--- src/sv/assert_macros.svh ---
// Assertion macros shared by the car-following step RTL.
// No dependencies; include by bare file name where assertions are written.
`ifndef ASSERT_MACROS_SVH
`define ASSERT_MACROS_SVH

// Same-cycle implication, disabled during reset.
`define GCF_ASSERT_IMP(name, cond, prop) \
  name: assert property (@(posedge clk) disable iff (rst) (cond) |-> (prop)) \
    else $error("assertion failed: same-cycle implication");

// Next-cycle implication, disabled during reset.
`define GCF_ASSERT_NXT(name, cond, prop) \
  name: assert property (@(posedge clk) disable iff (rst) (cond) |=> (prop)) \
    else $error("assertion failed: next-cycle implication");

`endif

--- src/sv/gcf_div.sv ---
// Pipelined restoring divider, one quotient bit per stage, NW stages.
// Standalone; used by the top level for all signal-by-signal divisions.
module gcf_div #(
  parameter int NW = 16,
  parameter int DW = 8
) (
  input  logic          clk,
  input  logic          en,
  input  logic [NW-1:0] num,
  input  logic [DW-1:0] den,
  output logic [NW-1:0] quo,
  output logic [DW-1:0] rem
);

  logic [DW-1:0] rem_q [NW];
  logic [NW-1:0] quo_q [NW];
  logic [DW-1:0] den_q [NW];

  for (genvar i = 0; i < NW; i++) begin : g_stage
    logic [DW-1:0] rem_in;
    logic [NW-1:0] quo_in;
    logic [DW-1:0] den_in;
    logic [DW:0]   trial;
    logic [DW:0]   diff;
    logic          take;

    if (i == 0) begin : g_first
      assign rem_in = '0;
      assign quo_in = num;
      assign den_in = den;
    end else begin : g_next
      assign rem_in = rem_q[i-1];
      assign quo_in = quo_q[i-1];
      assign den_in = den_q[i-1];
    end

    // shift the next dividend bit into the partial remainder
    always_comb begin
      trial = {rem_in, quo_in[NW-1]};
      diff  = trial - {1'b0, den_in};
      take  = (trial >= {1'b0, den_in});
    end

    always_ff @(posedge clk) begin
      if (en) begin
        rem_q[i] <= take ? diff[DW-1:0] : trial[DW-1:0];
        quo_q[i] <= {quo_in[NW-2:0], take};
        den_q[i] <= den_in;
      end
    end
  end

  assign quo = quo_q[NW-1];
  assign rem = rem_q[NW-1];

endmodule

--- config.mk ---
export PLATFORM = sky130hd
export DESIGN_NAME = gcf_div
export DESIGN_NICKNAME = d
export VERILOG_FILES = /design/src/sv/assert_macros.svh /design/src/sv/gcf_div.sv
export SDC_FILE = /design/constraint.sdc
export NUM_CORES = 1
export LEC_CHECK = 0
export ABC_AREA = 1
export BUFFER_PORTS_ARGS = -buffer_cell sky130_fd_sc_hd__buf_2
export CAP_MARGIN = 20
export CELL_PAD_IN_SITES_DETAIL_PLACEMENT = 1
export CELL_PAD_IN_SITES_GLOBAL_PLACEMENT = 1
export CORE_UTILIZATION = 50
export CTS_CLUSTER_DIAMETER = 40
export DETAILED_ROUTE_END_ITERATION = 8
export MAX_ROUTING_LAYER = met4
export PLACE_DENSITY_LB_ADDON = 0.12
export REMOVE_ABC_BUFFERS = 1
export SETUP_SLACK_MARGIN = 0.15
export SYNTH_ARGS = -nofsm -noshare
export SYNTH_HDL_FRONTEND = slang
export SYNTH_SLANG_ARGS = --single-unit
--- constraint.sdc ---
create_clock -name clk -period 2.62 [get_ports clk]
set_input_delay 0 -clock clk [delete_from_list [all_inputs] [get_ports clk]]
set_output_delay 0 -clock clk [all_outputs]
set_load 0.05 [all_outputs]
Word-level counts from Yosys, hierarchy flattened:

Memories as Yosys holds them, arrays and structs flattened.
Cells that the tools add are included.

* multiplexer cells: 18
* $add $sub $neg: 16
* order comparisons: 16

Operators with widths (count)
* $ge A9 B8 Y1: 15
* $mux W8: 16
* $sub A8 B8 Y8: 15
* $ge A1 B8 Y1: 1
* $sub A1 B8 Y8: 1
* $mux W1: 2

* memory bits (writable): 512
* flip-flop bits (word level): 0
* memories kept: 3

Memory list
* quo_q: depth 16, width 16, read ports 16, clocked after Yosys merged registers in 0, wr ports 16, RTL line gcf_div.sv:16 `logic [NW-1:0] quo_q [NW];`
* den_q: depth 16, width 8, read ports 15, clocked after Yosys merged registers in 0, wr ports 16, RTL line gcf_div.sv:17 `logic [DW-1:0] den_q [NW];`
* rem_q: depth 16, width 8, read ports 16, clocked after Yosys merged registers in 0, wr ports 16, RTL line gcf_div.sv:15 `logic [DW-1:0] rem_q [NW];`

Longest topological paths before layout:

An unclocked memory read counts as a cell.

* word-level depth: 3
* depth in mapped cells: 11

Least setup slack after synthesis:

No wires, ideal clock.

* kind: reg2reg
* start: memory rem_q[0][1]
* end: memory rem_q[1][7] (netlist: rem_q[0][15]) (data pin)
* slack: 0.888 ns
* data arrival time: 1.480 ns
* data required time: 2.368 ns
* clock period less this slack: 1.732 ns
* stages on the path, launching flop included: 9
* path through: edfxtp_1 ha_1 or2_1 nand3b_1 nand2_1 nand2_2 nand2_4 nand2_1 nand2_1

RTL lines (RTL line)
* from (decl): gcf_div.sv:15

==> qor.txt <==
status -> complete, no violations
clock-pin slew on the worst setup and hold paths -> 0.06 ns
RR Endpoint -> rem_q[5][15]$_DFFE_PP_
number of synthesized flops with an enable pin -> 504
commonest non-fill, non-tap cell in the layout -> nand2_1
first-pass GRT wire length -> 86.81 mm
final setup vio count -> 0
DP Worst Slack -> 0.5743 ns
Leakage -> 12.48 nW
sequential element share of the synthesized area -> 62.95%
layout cells sized above 1 -> 13.52%
Die Y -> 221.3 um
TritonCTS Buffers -> 75
IO buf count -> 49
final wirelength -> 53.28 mm
period utilization -> 80.15%
# fillers -> 4960
GR peak layer -> met2
DR iter-0 viols -> 752
clock latency on the worst-skew pair -> 0.61 ns
Post-Syn Instances -> 2174
Crit. End Element -> flip-flop
final-report hold violation count -> 0
multi-input logic area -> 7421 um^2
# nets final -> 2485
vias in the first global route -> 16730
DIE AREA -> 48960 um^2
multiplexer share of the synthesized area -> 0%
antenna violations before repair -> 0
post-route ant nets -> 0
Avg Inst Size Synth -> 11.06 um^2
global-route met1 utilization -> 26.86%
Die X -> 221.3 um
Pins Over Slew Limit -> 0
post-synthesis cell type count -> 28
diode count -> 0
clock power share -> 32.5%
routed vias -> 15430
Max Root-Sink Buffers -> 3
CP max-delay cell -> edfxtp_1
IO Pins -> 50
Peak Freq -> 0.4762 GHz
CP peak stage delay -> 0.43 ns
Flop pwr share -> 36.8%
Arr. time, crit path -> 2.45 ns
Fin Hold WS -> 0.09753 ns
Critical Path RT -> 2.97 ns
P_sw -> 11.15 mW
Max IR drop VDD -> 570.1 uV
Slew headroom -> 53.77%
worst path cell trace -> inv_1, ha_1, nand2_1, nand2_1, nand2_1, nand2_1, nor2_2, nand2_4, nand2_1, nand2_1
Int Pwr -> 20.61 mW
Power Density -> 1137 nW/um^2
GRT Util Overall -> 23.06%
Final Util -> 59.49%
Area Overhead vs Synth -> 16.18%
sw frac -> 35.11%
Yosys top cell by area -> edfxtp_1
largest family of logic cells by synthesized area -> simple AND/OR/NAND/NOR gates
post-synth top area share -> 62.95%
Synth Warn # -> 0
met2 Resource Use GR -> 40.66%
prevailing post-synth register cell -> edfxtp_1
reg2reg path depth -> 10
worst hold path type -> in2reg
Placed Instances -> 2827
Root Buffer -> clkbuf_16
Synth Register Bits -> 504
Reg2Reg Setup Slack -> 0.52 ns
Starting Density -> 51.20%
routing usage on met3 -> 3.439%
worst slew pin tran -> 0.6870 ns
Simple-Gate Fraction of Synth Area -> 20.14%
commonest non-fill, non-tap cells in the layout -> nand2_1 (585), edfxtp_1 (504), inv_1 (345), nand3_1 (219), ha_1 (122)
Sequential cell area -> 15130 um^2
Final Power -> 31.76 mW
post-CTS sizing -> 0
CP Class -> reg2reg
Routed wire per std cell -> 17.83 um
Async SR Flop Fraction -> 0%
top cells by area, synth -> edfxtp_1 (63%), nand2_1 (9.1%), ha_1 (6.3%)
Final WS setup -> 0.5200 ns
fin area -> 27930 um^2
CTS tree -> built
Post-DP HPWL -> 37.74 mm
DRT Pass-1 Iters -> 5
routed vias/inst -> 5.163
Layout Cells excl Fill -> 2988
Mapped Area -> 24040 um^2
Clock Sinks -> 504
Core Rows -> 79
element type at the critical path start -> flip-flop
GRT overflow -> 0
setup TNS -> 0 ns
Max Cap Viol -> 0
unrepaired setup endpoints after global routing -> false
Setup Skew -> 0.01713 ns
DR DRC count -> 0
pin count of the biggest net entering global routing -> 78
beginning of the worst hold path -> num[5]
most used cell, CP -> nand2_1
H-tree Lvls -> 3
Core ar. -> 46950 um^2
Compound-Gate Fraction of Synth Area -> 1.452%
worst r2r src -> den_q[1][22]$_DFFE_PP_
minimum clock period -> 2.100 ns
Hold Path Stages -> 2
Comb power frac -> 30.7%
Post-Synth Adder-Cell Area -> 7.599%
largest fanout on the critical path -> 9
Hold Path Sink -> quo_q[0][6]$_DFFE_PP_
dpl cell area -> 25070 um^2
post-synthesis xor/xnor area fraction -> 1.676%
Final GP Congestion -> 0.8643
==> cell type report <==
type                            instances  area share, %
Inverter                              353          4.744
Clock buffer                           82          6.890
Tap cell                              607          2.719
Timing Repair Buffer                   89          2.437
Clock inverter                         54          2.450
Sequential cell                       504          54.19
Multi-Input combinational cell       1299          26.57
==> registers in the layout, summed over array words and instances, names as in the netlist <==
signal,count
den_q,120
quo_q,256
rem_q,128
==> what timing repair did <==
item,in CTS,in global routing
endpoints found under the hold margin,83,0
setup buffers,0,0
hold buffers,25,0
==> cell usage after synthesis (7+ instances only) <==
master / n
a21oi_1: 53
a21oi_2: 9
buf_6: 10
edfxtp_1: 504
fa_1: 15
ha_1: 122
inv_1: 345
inv_2: 8
nand2_1: 585
nand2_2: 74
nand2_4: 16
nand3_1: 219
nand4_1: 28
nor2_1: 76
nor2_2: 10
nor2_4: 7
nor3_1: 15
xnor2_1: 17
xor2_1: 29
==> cell families after synthesis <==
group	after synthesis
adders and majority gates	137
AOI/OAI and AO/OA	63
xor gates and xnor gates	46
buffers and inverters	371
DFF	504
and+or+nand+nor	1053
==> routing by layer <==
layer	part of all wire, %	wire length, um	up-vias
li1	-	-	7577
met1	42	22370	7530
met2	53	28080	226
met5	0	0	-
met3	3.0	1596	93
met4	2.3	1231	0
==> critical path: cells and delay by family, from the launching register on <==
family / cells / cell delay, ns
buffers and inverters: 1 / 0.07
adders and majority gates: 1 / 0.34
and+or+nand+nor: 8 / 0.99
DFF: 1 / 0.43
==> worst max path at each step <==
stage	slack, ns	end	depth (start not counted)	start
after floorplan	0.89	rem_q[0][15]$_DFFE_PP_	8	rem_q[0][1]$_SDFFCE_PP0P_
after global placement	0.62	rem_q[5][15]$_DFFE_PP_	9	rem_q[5][4]$_DFFE_PP_
after detailed placement	0.57	rem_q[5][15]$_DFFE_PP_	9	rem_q[5][5]$_DFFE_PP_
after CTS	0.53	rem_q[5][15]$_DFFE_PP_	10	den_q[1][22]$_DFFE_PP_
after global routing	0.39	rem_q[5][15]$_DFFE_PP_	10	den_q[1][22]$_DFFE_PP_
final	0.52	rem_q[5][15]$_DFFE_PP_	10	den_q[1][22]$_DFFE_PP_
==> power by group through the flow <==
| stage | Combinational, mW | Sequential, mW | Clock (mW) |
|---|---|---|---|
| 2_1_floorplan | 7.01 | 11.7 | 0 |
| 3_3_place_gp | 9.21 | 11.8 | 0 |
| 3_5_place_dp | 9.62 | 11.8 | 0 |
| 4_1_cts | 9.84 | 11.7 | 10.6 |
| 5_1_grt | 11.0 | 11.8 | 10.8 |
| 6_report | 9.76 | 11.7 | 10.3 |
(Power assumes the default switching activity.)
