File: src/sv/assert_macros.svh
// Assertion macros shared by the car-following step RTL.
// No dependencies; include by bare file name where assertions are written.
`ifndef ASSERT_MACROS_SVH
`define ASSERT_MACROS_SVH

// Same-cycle implication, disabled during reset.
`define GCF_ASSERT_IMP(name, cond, prop) \
  name: assert property (@(posedge clk) disable iff (rst) (cond) |-> (prop)) \
    else $error("assertion failed: same-cycle implication");

// Next-cycle implication, disabled during reset.
`define GCF_ASSERT_NXT(name, cond, prop) \
  name: assert property (@(posedge clk) disable iff (rst) (cond) |=> (prop)) \
    else $error("assertion failed: next-cycle implication");

`endif

File: src/sv/gcf_sqrt.sv
// Pipelined integer square root, one root bit per stage, NW/2 stages.
// Standalone; used by the top level for both radicands.
module gcf_sqrt #(
  parameter int NW = 16
) (
  input  logic              clk,
  input  logic              en,
  input  logic [NW-1:0]     rad,
  output logic [NW/2-1:0]   root
);

  localparam int RW = NW / 2;

  logic [RW+1:0] rem_q  [RW];
  logic [RW-1:0] root_q [RW];
  logic [NW-1:0] rad_q  [RW];

  for (genvar i = 0; i < RW; i++) begin : g_stage
    logic [RW+1:0] rem_in;
    logic [RW-1:0] root_in;
    logic [NW-1:0] rad_in;
    logic [RW+3:0] cur;
    logic [RW+3:0] trial;
    logic [RW+3:0] diff;
    logic          take;

    if (i == 0) begin : g_first
      assign rem_in  = '0;
      assign root_in = '0;
      assign rad_in  = rad;
    end else begin : g_next
      assign rem_in  = rem_q[i-1];
      assign root_in = root_q[i-1];
      assign rad_in  = rad_q[i-1];
    end

    // bring down two radicand bits, try 4*root + 1
    always_comb begin
      cur   = {rem_in, rad_in[NW-1:NW-2]};
      trial = {2'b00, root_in, 2'b01};
      diff  = cur - trial;
      take  = (cur >= trial);
    end

    always_ff @(posedge clk) begin
      if (en) begin
        rem_q[i]  <= take ? diff[RW+1:0] : cur[RW+1:0];
        root_q[i] <= {root_in[RW-2:0], take};
        rad_q[i]  <= {rad_in[NW-3:0], 2'b00};
      end
    end
  end

  assign root = root_q[RW-1];

endmodule

File: config.mk
export PLATFORM = sky130hd
export DESIGN_NAME = gcf_sqrt
export DESIGN_NICKNAME = d
export VERILOG_FILES = /design/src/sv/assert_macros.svh /design/src/sv/gcf_sqrt.sv
export SDC_FILE = /design/constraint.sdc
export NUM_CORES = 1
export LEC_CHECK = 0
export BUFFER_PORTS_ARGS = -buffer_cell sky130_fd_sc_hd__buf_2
export CORE_UTILIZATION = 55
export CTS_CLUSTER_DIAMETER = 120
export DETAILED_ROUTE_END_ITERATION = 8
export PLACE_DENSITY = 0.72
export SLEW_MARGIN = 5
export SYNTH_ARGS = -nofsm -noshare
export SYNTH_HDL_FRONTEND = slang
export SYNTH_SLANG_ARGS = --single-unit
export TNS_END_PERCENT = 10
File: constraint.sdc
create_clock -name clk -period 7.25 [get_ports clk]
set_clock_uncertainty 0.05 [all_clocks]
set_input_delay 0.725 -clock clk [delete_from_list [all_inputs] [get_ports clk]]
set_output_delay 0.725 -clock clk [all_outputs]
set_load 0.05 [all_outputs]
# After elaboration in Yosys (flattened, before gate mapping)

Memories as Yosys holds them, arrays and structs flattened.
Cells that the tools add are included.

Output and inout bits: 8
Memories: 3
Register bits: 0
Bits in writable memories: 256
Logic and storage cells: 29
Bits of input ports: 18

$lt $le $gt $ge: 8
Mux-type cells: 10
Add/subtract/negate cells: 8

Memories:

| name   | words | bits a word | read ports | clocked after memory_dff | wr ports | RTL line       | source |
|---|---|---|---|---|---|---|---|
| rad_q  | 8     | 14          | 7          | 0                        | 8        | gcf_sqrt.sv:16 | `logic [NW-1:0] rad_q [RW];` |
| rem_q  | 8     | 10          | 7          | 0                        | 8        | gcf_sqrt.sv:14 | `logic [RW+1:0] rem_q [RW];` |
| root_q | 8     | 8           | 8          | 0                        | 8        | gcf_sqrt.sv:15 | `logic [RW-1:0] root_q [RW];` |

Operators by type and width:

| operator            | count |
|---|---|
| $ge 12x10->1        | 7 |
| $mux 10             | 8 |
| $sub 10x10->10      | 7 |
| $sub 2x1->3 const B | 1 |
| $ge 2x1->1 const B  | 1 |
| $mux 1              | 2 |

# Logic depth before layout (Yosys ltp)

Gate-level depths: netlist of run 1.
An unclocked memory read counts as a cell.

Depth after elaboration: 3
Depth in mapped cells: 9
Depth with buffers taken out: 8

# Least setup slack after synthesis of run 1

Ideal clock, no wire load.

Path kind: reg2reg
From: memory rem_q[4][3] in the netlist's numbering
To: memory rem_q[5][3] in the netlist's numbering, data pin
Path buffers: 1
Data required time: 6.940 ns
Arrival: 2.236 ns
Clock period less this slack: 2.546 ns
Setup slack: 4.704 ns
Cell stages (with the launch flop): 8
Path through: edfxtp_1 -> ha_1 -> a21oi_1 -> and2b_2 -> or4_4 -> or2_1 -> buf_6 -> mux2_4

RTL lines:

| item            | RTL line |
|---|---|
| start, declared | gcf_sqrt.sv:14 |

==> results.cfg, run 1 <==
[run_status]
status = completed

[pwr]
power_density_nw_per_um2 = 287
p_switching_mw = 0.528
p_comb_share_pct = 11.4
internal_power_mw = 1.76
power_mw = 2.28
seq_power_share_pct = 49.9
p_clk_share_pct = 38.6
peakVddDrop_mv = 0.186
swShare_pct = 23.1
p_leak_nw = 3.06

[cts]
cts_tree = done
numCtsBuffers = 17
cts_resized = 0
hold_buffers = 0
cts_sinks = 155
cts_htree_levels = 4
clkLatencyLatePin_ns = 0.42
postCtsSetupBuffers = 0
root_buffer = clkbuf_16
clkTransAtPathRegs_ns = 0.06
clockBufferDepth = 2

[critical_path]
path_class = reg2reg
path_cells = ha_1 -> nor2b_1 -> o21ai_0 -> a21boi_0 -> nor3b_1 -> mux2_2
crit_arrival_ns = 3.15
max_stage_delay_ns = 0.97
cp_slowest_cell = nor3b_1
critPathRequiredTime_ns = 7.37
r2r_setup_slack_ns = 4.23
critPathMaxFanout = 10
cp-end-kind = register
start_kind = register

[drt]
avgRoutedWirePerCell_um = 14.6
drc = 0
wirelength_um = 10500
drt-pass1-iter-count = 4
first_iter_violations = 198
route.antenna.remaining_nets = 0
vias = 3886
viasPerCell = 5.39

[floorplan]
initial_core_util_pct = 57.6
die_y_um = 115
dieArea_um2 = 13200
num_rows = 40
io_pins = 26
core_um2 = 12200
die_x_um = 115

[yosys]
ys.flop_type = edfxtp_1
synth_edf_count = 155
synthArstFlopShare_pct = 0
syn-num-nets = 561
yosysWarnings = 0
ys_types = 56
ys_seq_area_share_pct = 66.2
avgSynthCellArea_um2 = 14.0
syn-cell-area_um2 = 7030
syn_inst = 501
synth_seq_cells = 155

[placed_design]
placed_area_um2 = 7350
post-place-cells = 690
port_buffers = 25
routabilityCongestion = 0.861
dp_slack_ns = 4.23
dp_hpwl_um = 7240

[sta]
setup_viol = 0
timing.final.max_slew_violations = 0
finalHoldViolCount = 0
setup_slack_ns = 4.23
rsz0062_at_grt = no
maxSlewHeadroom_pct = 24.3
fin_crit_sh_pct = 41.7
tightest_slew_ns = 1.13
timing.hold.ws_ns = 0.367
min_period_ns = 3.02
max_freq_mhz = 331
tns_ns = 0

[finish]
syn2layout_area_growth_pct = 13.0
drive_gt1_share_pct = 14.5
fin_cells = 721
antenna_cells = 0
final_util_pct = 65.1
final_nets = 601
finish.instance_area_um2 = 7950
fillers = 901

[global_routing]
grtUsageTotal_pct = 17.9
grt_pass1_wl_um = 17600
grt_max_degree = 90
grt.met1_usage_pct = 19.9
use_met2_pct = 31.4
overflow = 0
grt_pass1_vias = 3876
grt.busiest_layer = met2
antenna_found_initial = 0
use_met3_pct = 4.74

[hold_path]
hold_class = reg2reg

[flow_run]
drv_cap = 0
## critical path, delay by kind of cell, from the launching register on
| family | cells | cell delay [ns] |
|---|---|---|
| simple gates | 2 | 1.12 |
| compound gates | 2 | 0.42 |
| mux | 1 | 0.42 |
| flops | 1 | 0.39 |
| fa+ha+maj | 1 | 0.37 |
## cells in the mapped netlist (2+ instances only)
cell | number | area share, %
a211oi_1 | 2 | 0.21
a21o_1 | 2 | 0.21
a21oi_1 | 28 | 2.0
and3_1 | 2 | 0.18
buf_2 | 2 | 0.14
clkbuf_1 | 2 | 0.11
edfxtp_1 | 155 | 66
ha_1 | 42 | 7.5
inv_1 | 50 | 2.7
mux2_2 | 12 | 1.9
mux2_4 | 3 | 0.64
mux2i_1 | 2 | 0.28
nand2_1 | 14 | 0.75
nand2b_1 | 8 | 0.71
nand3_1 | 6 | 0.43
nor2_1 | 27 | 1.4
nor2b_1 | 6 | 0.53
nor3_1 | 13 | 0.93
nor3b_1 | 3 | 0.32
nor4_1 | 6 | 0.53
o2111ai_1 | 2 | 0.25
o21a_1 | 12 | 1.3
o21ai_0 | 26 | 1.9
o31ai_1 | 3 | 0.32
or2_2 | 3 | 0.27
or3_1 | 4 | 0.36
or4_1 | 6 | 0.64
or4_4 | 2 | 0.32
xnor2_1 | 23 | 2.9
xor2_1 | 9 | 1.1
## power by group through the flow
stage / logic, mW / clock network [mW] / registers, mW
after floorplan: 0.189 / 0 / 1.15
after global placement: 0.248 / 0 / 1.16
after detailed placement: 0.259 / 0 / 1.16
after CTS: 0.262 / 0.902 / 1.14
after global routing: 0.294 / 0.933 / 1.15
final: 0.261 / 0.882 / 1.14
## cell type report
type / instances / area (um2) / share of cell area (%)
well taps: 168 / 210 / 2.64
multi-input cells: 291 / 2160 / 27.2
flip-flops and latches: 155 / 4650 / 58.6
clock inverters: 14 / 171 / 2.16
clock buffers: 17 / 425 / 5.35
inverters: 50 / 188 / 2.36
repair buffers: 26 / 139 / 1.75
## path summary, 6_finish.rpt
path,start,endpoint,cells past startpoint
max,rem_q[2][0],rem_q[3][4],6
min,rad_q[1][9],rad_q[2][11],0
max reg2reg,rem_q[2][0],rem_q[3][4],6
min reg2reg,rad_q[1][9],rad_q[2][11],0
## state kept, by name, summed over array words and instances (netlist names)
register,flops
rem_q,63
rad_q,56
root_q,36
## cells in the final DEF (no fill, tap or decap), types with 6 or more instances in the layout
| master | instances |
|---|---|
| mux2_2 | 12 |
| xor2_1 | 9 |
| clkbuf_16 | 17 |
| a21oi_1 | 28 |
| o21ai_0 | 26 |
| or4_1 | 6 |
| nand2b_1 | 8 |
| xnor2_1 | 23 |
| o21a_1 | 12 |
| nor2_1 | 27 |
| nor2b_1 | 6 |
| nand3_1 | 6 |
| nand2_1 | 14 |
| nor4_1 | 6 |
| inv_1 | 50 |
| nor3_1 | 13 |
| edfxtp_1 | 155 |
| ha_1 | 42 |
| buf_2 | 24 |
## per-layer routing
layer / share of wire, % / vias to the layer above / routed length (um)
li1: - / 1943 / -
met2: 51 / 68 / 5340
met3: 3.5 / 18 / 366
met5: 0 / - / 0
met1: 43 / 1857 / 4560
met4: 2.4 / 0 / 255
## kinds of logic (layout without fill, tap and decap cells)
kind of cell / after synthesis / count (layout) / synth area share [%]
DFF: 155 / 155 / 66.2
and+or+nand+nor: 112 / 112 / 8.81
AOI/OAI and AO/OA: 87 / 87 / 7.55
buffers and inverters: 55 / 107 / 3.08
adders and majority gates: 42 / 42 / 7.47
xor gates and xnor gates: 32 / 32 / 3.99
muxes: 17 / 17 / 2.85
other: 1 / 1 / 0.0533
(Power assumes the default switching activity.)
==> run 2: changes to the inputs <==
PLACE_DENSITY = 0.75   (was 0.72)
clock period = 2.6 ns   (was 7.25 ns; I/O delays follow)
==> results.cfg, run 2 (synthesis gave the netlist of run 1 again) <==
[run_status]
status = completed

[floorplan]
io_pins = 26
die_x_um = 115
num_rows = 40
die_y_um = 115
initial_core_util_pct = 57.6
core_um2 = 12200
dieArea_um2 = 13200

[finish]
regMostFlops = rem_q
final_nets = 625
antenna_cells = 0
largest_register_ffs = 63
final_common_cell = edfxtp_1
final_cell_mix = edfxtp_1 (155), inv_1 (50), ha_1 (42)
top_regs = rem_q (63), rad_q (56), root_q (36)
syn2layout_area_growth_pct = 17.0
fin_cells = 746
drive_gt1_share_pct = 16.1

[hold_path]
hold_class = in2reg
hold_depth = 2

[critical_path]
cp-end-kind = register
path_class = reg2reg
start_kind = register
r2r-end = rem_q[6][7]
r2r_setup_slack_ns = 0.12
critPathMaxFanout = 7
startpoint = rem_q[5][1]
rr_startpoint = rem_q[5][1]
endpoint = rem_q[6][7]
crit_arrival_ns = 2.61
worst_r2r_path_depth = 6
critPathRequiredTime_ns = 2.73

[cts]
cts_tree = done
clockBufferDepth = 2
root_buffer = clkbuf_16
cts_sinks = 155
cts_htree_levels = 4
clkLatencyLatePin_ns = 0.43
clkTransAtPathRegs_ns = 0.07
numCtsBuffers = 17

[pwr]
peakVddDrop_mv = 0.494
swShare_pct = 23.6
p_switching_mw = 1.56
p_leak_nw = 3.20
internal_power_mw = 5.04
power_density_nw_per_um2 = 803
p_comb_share_pct = 11.7
p_clk_share_pct = 40.2
seq_power_share_pct = 48.1

[placed_design]
dp_slack_ns = 0.0683
routabilityCongestion = 0.831
dp_hpwl_um = 7510
port_buffers = 25
post-place-cells = 700

[sta]
timing.final.max_slew_violations = 0
min_period_ns = 2.48
setup_slack_ns = 0.118
rsz0062_at_grt = no
finalHoldViolCount = 0
fin_crit_sh_pct = 95.5
max_freq_mhz = 403
maxSlewHeadroom_pct = 58.1
tightest_slew_ns = 0.623
setup_viol = 0
tns_ns = 0

[drt]
route.antenna.remaining_nets = 0
wl_met2_um = 6110
vias = 3995
drc = 0
viasPerCell = 5.36
wirelength_um = 11100
dr_wl_met3_um = 301
top_layer = met4
drt-pass1-iter-count = 5
avgRoutedWirePerCell_um = 14.9
wl_met1_um = 4360
first_iter_violations = 276

[global_routing]
grtUsageTotal_pct = 18.4
overflow = 0
grt_pass1_vias = 4064
antenna_found_initial = 0
grt_pass1_wl_um = 18100
grt_max_degree = 63

[flow_run]
drv_cap = 0
## run 2: critical path: stages (launching register included)
cell and delay (ns):
edfxtp_1 0.40, ha_1 0.39, o21ai_0 0.29, a21oi_1 0.13, o21a_1 0.24, nor2_2 0.36, mux2_2 0.38
## run 2: worst min path at each step
| stage | endpoint | slack (ns) | start |
|---|---|---|---|
| detailed placement | rad_q[1][4] | 0.35 | rad_q[0][2] |
| global placement | rad_q[1][13] | 0.35 | rad_q[0][11] |
| finish | root_q[0][0] | 0.07 | rad[15] |
| global route | root_q[0][0] | 0.05 | rad[15] |
| floorplan | rad_q[0][0] | 0.31 | rad[0] |
| CTS | root_q[0][0] | 0.05 | rad[15] |
## run 2: area by class of cell
| class | instances | area, um2 |
|---|---|---|
| Sequential cell | 155 | 4650 |
| Fill cell | 874 | 3990 |
| Multi-Input combinational cell | 291 | 2170 |
| Clock buffer | 17 | 425 |
| Timing Repair Buffer | 50 | 367 |
| Clock inverter | 15 | 210 |
| Tap cell | 168 | 210 |
| Inverter | 50 | 188 |
## run 2: power by group through the flow
| stage | Sequential [mW] | Clock [mW] | Combinational [mW] |
|---|---|---|---|
| 4_1_cts | 3.18 | 2.69 | 0.773 |
| 2_1_floorplan | 3.21 | 0 | 0.528 |
| 3_3_place_gp | 3.21 | 0 | 0.709 |
| 6_report | 3.18 | 2.65 | 0.775 |
| 3_5_place_dp | 3.23 | 0 | 0.746 |
| 5_1_grt | 3.20 | 2.79 | 0.863 |
## run 2: routing by layer
metal / vias up / track usage, %
met1: 1917 / 17.8
met5: - / 0
met2: 63 / 35.0
met4: 0 / 9.00
li1: 1987 / -
met3: 28 / 5.69
## run 2: timing repair
item | CTS | global route
hold endpoints to repair | 14 | 0
gates resized for setup | 0 | 2
hold buffers | 14 | 0
buffers inserted | 0 | 0
setup endpoints to repair | 0 | 2
## run 2: metrics by stage
stage | util, % | hold slack (ns) | instance area, um2 | total power [mW]
finish | 67.3 | 0.0664 | 8220 | 6.60
global placement | 60.9 | 0.351 | 7440 | 3.92
global route | 67.3 | 0.0545 | 8220 | 6.85
CTS | 67.3 | 0.0478 | 8210 | 6.64
floorplan | - | 0.309 | 7030 | 3.74
detailed placement | 60.9 | 0.355 | 7440 | 3.97
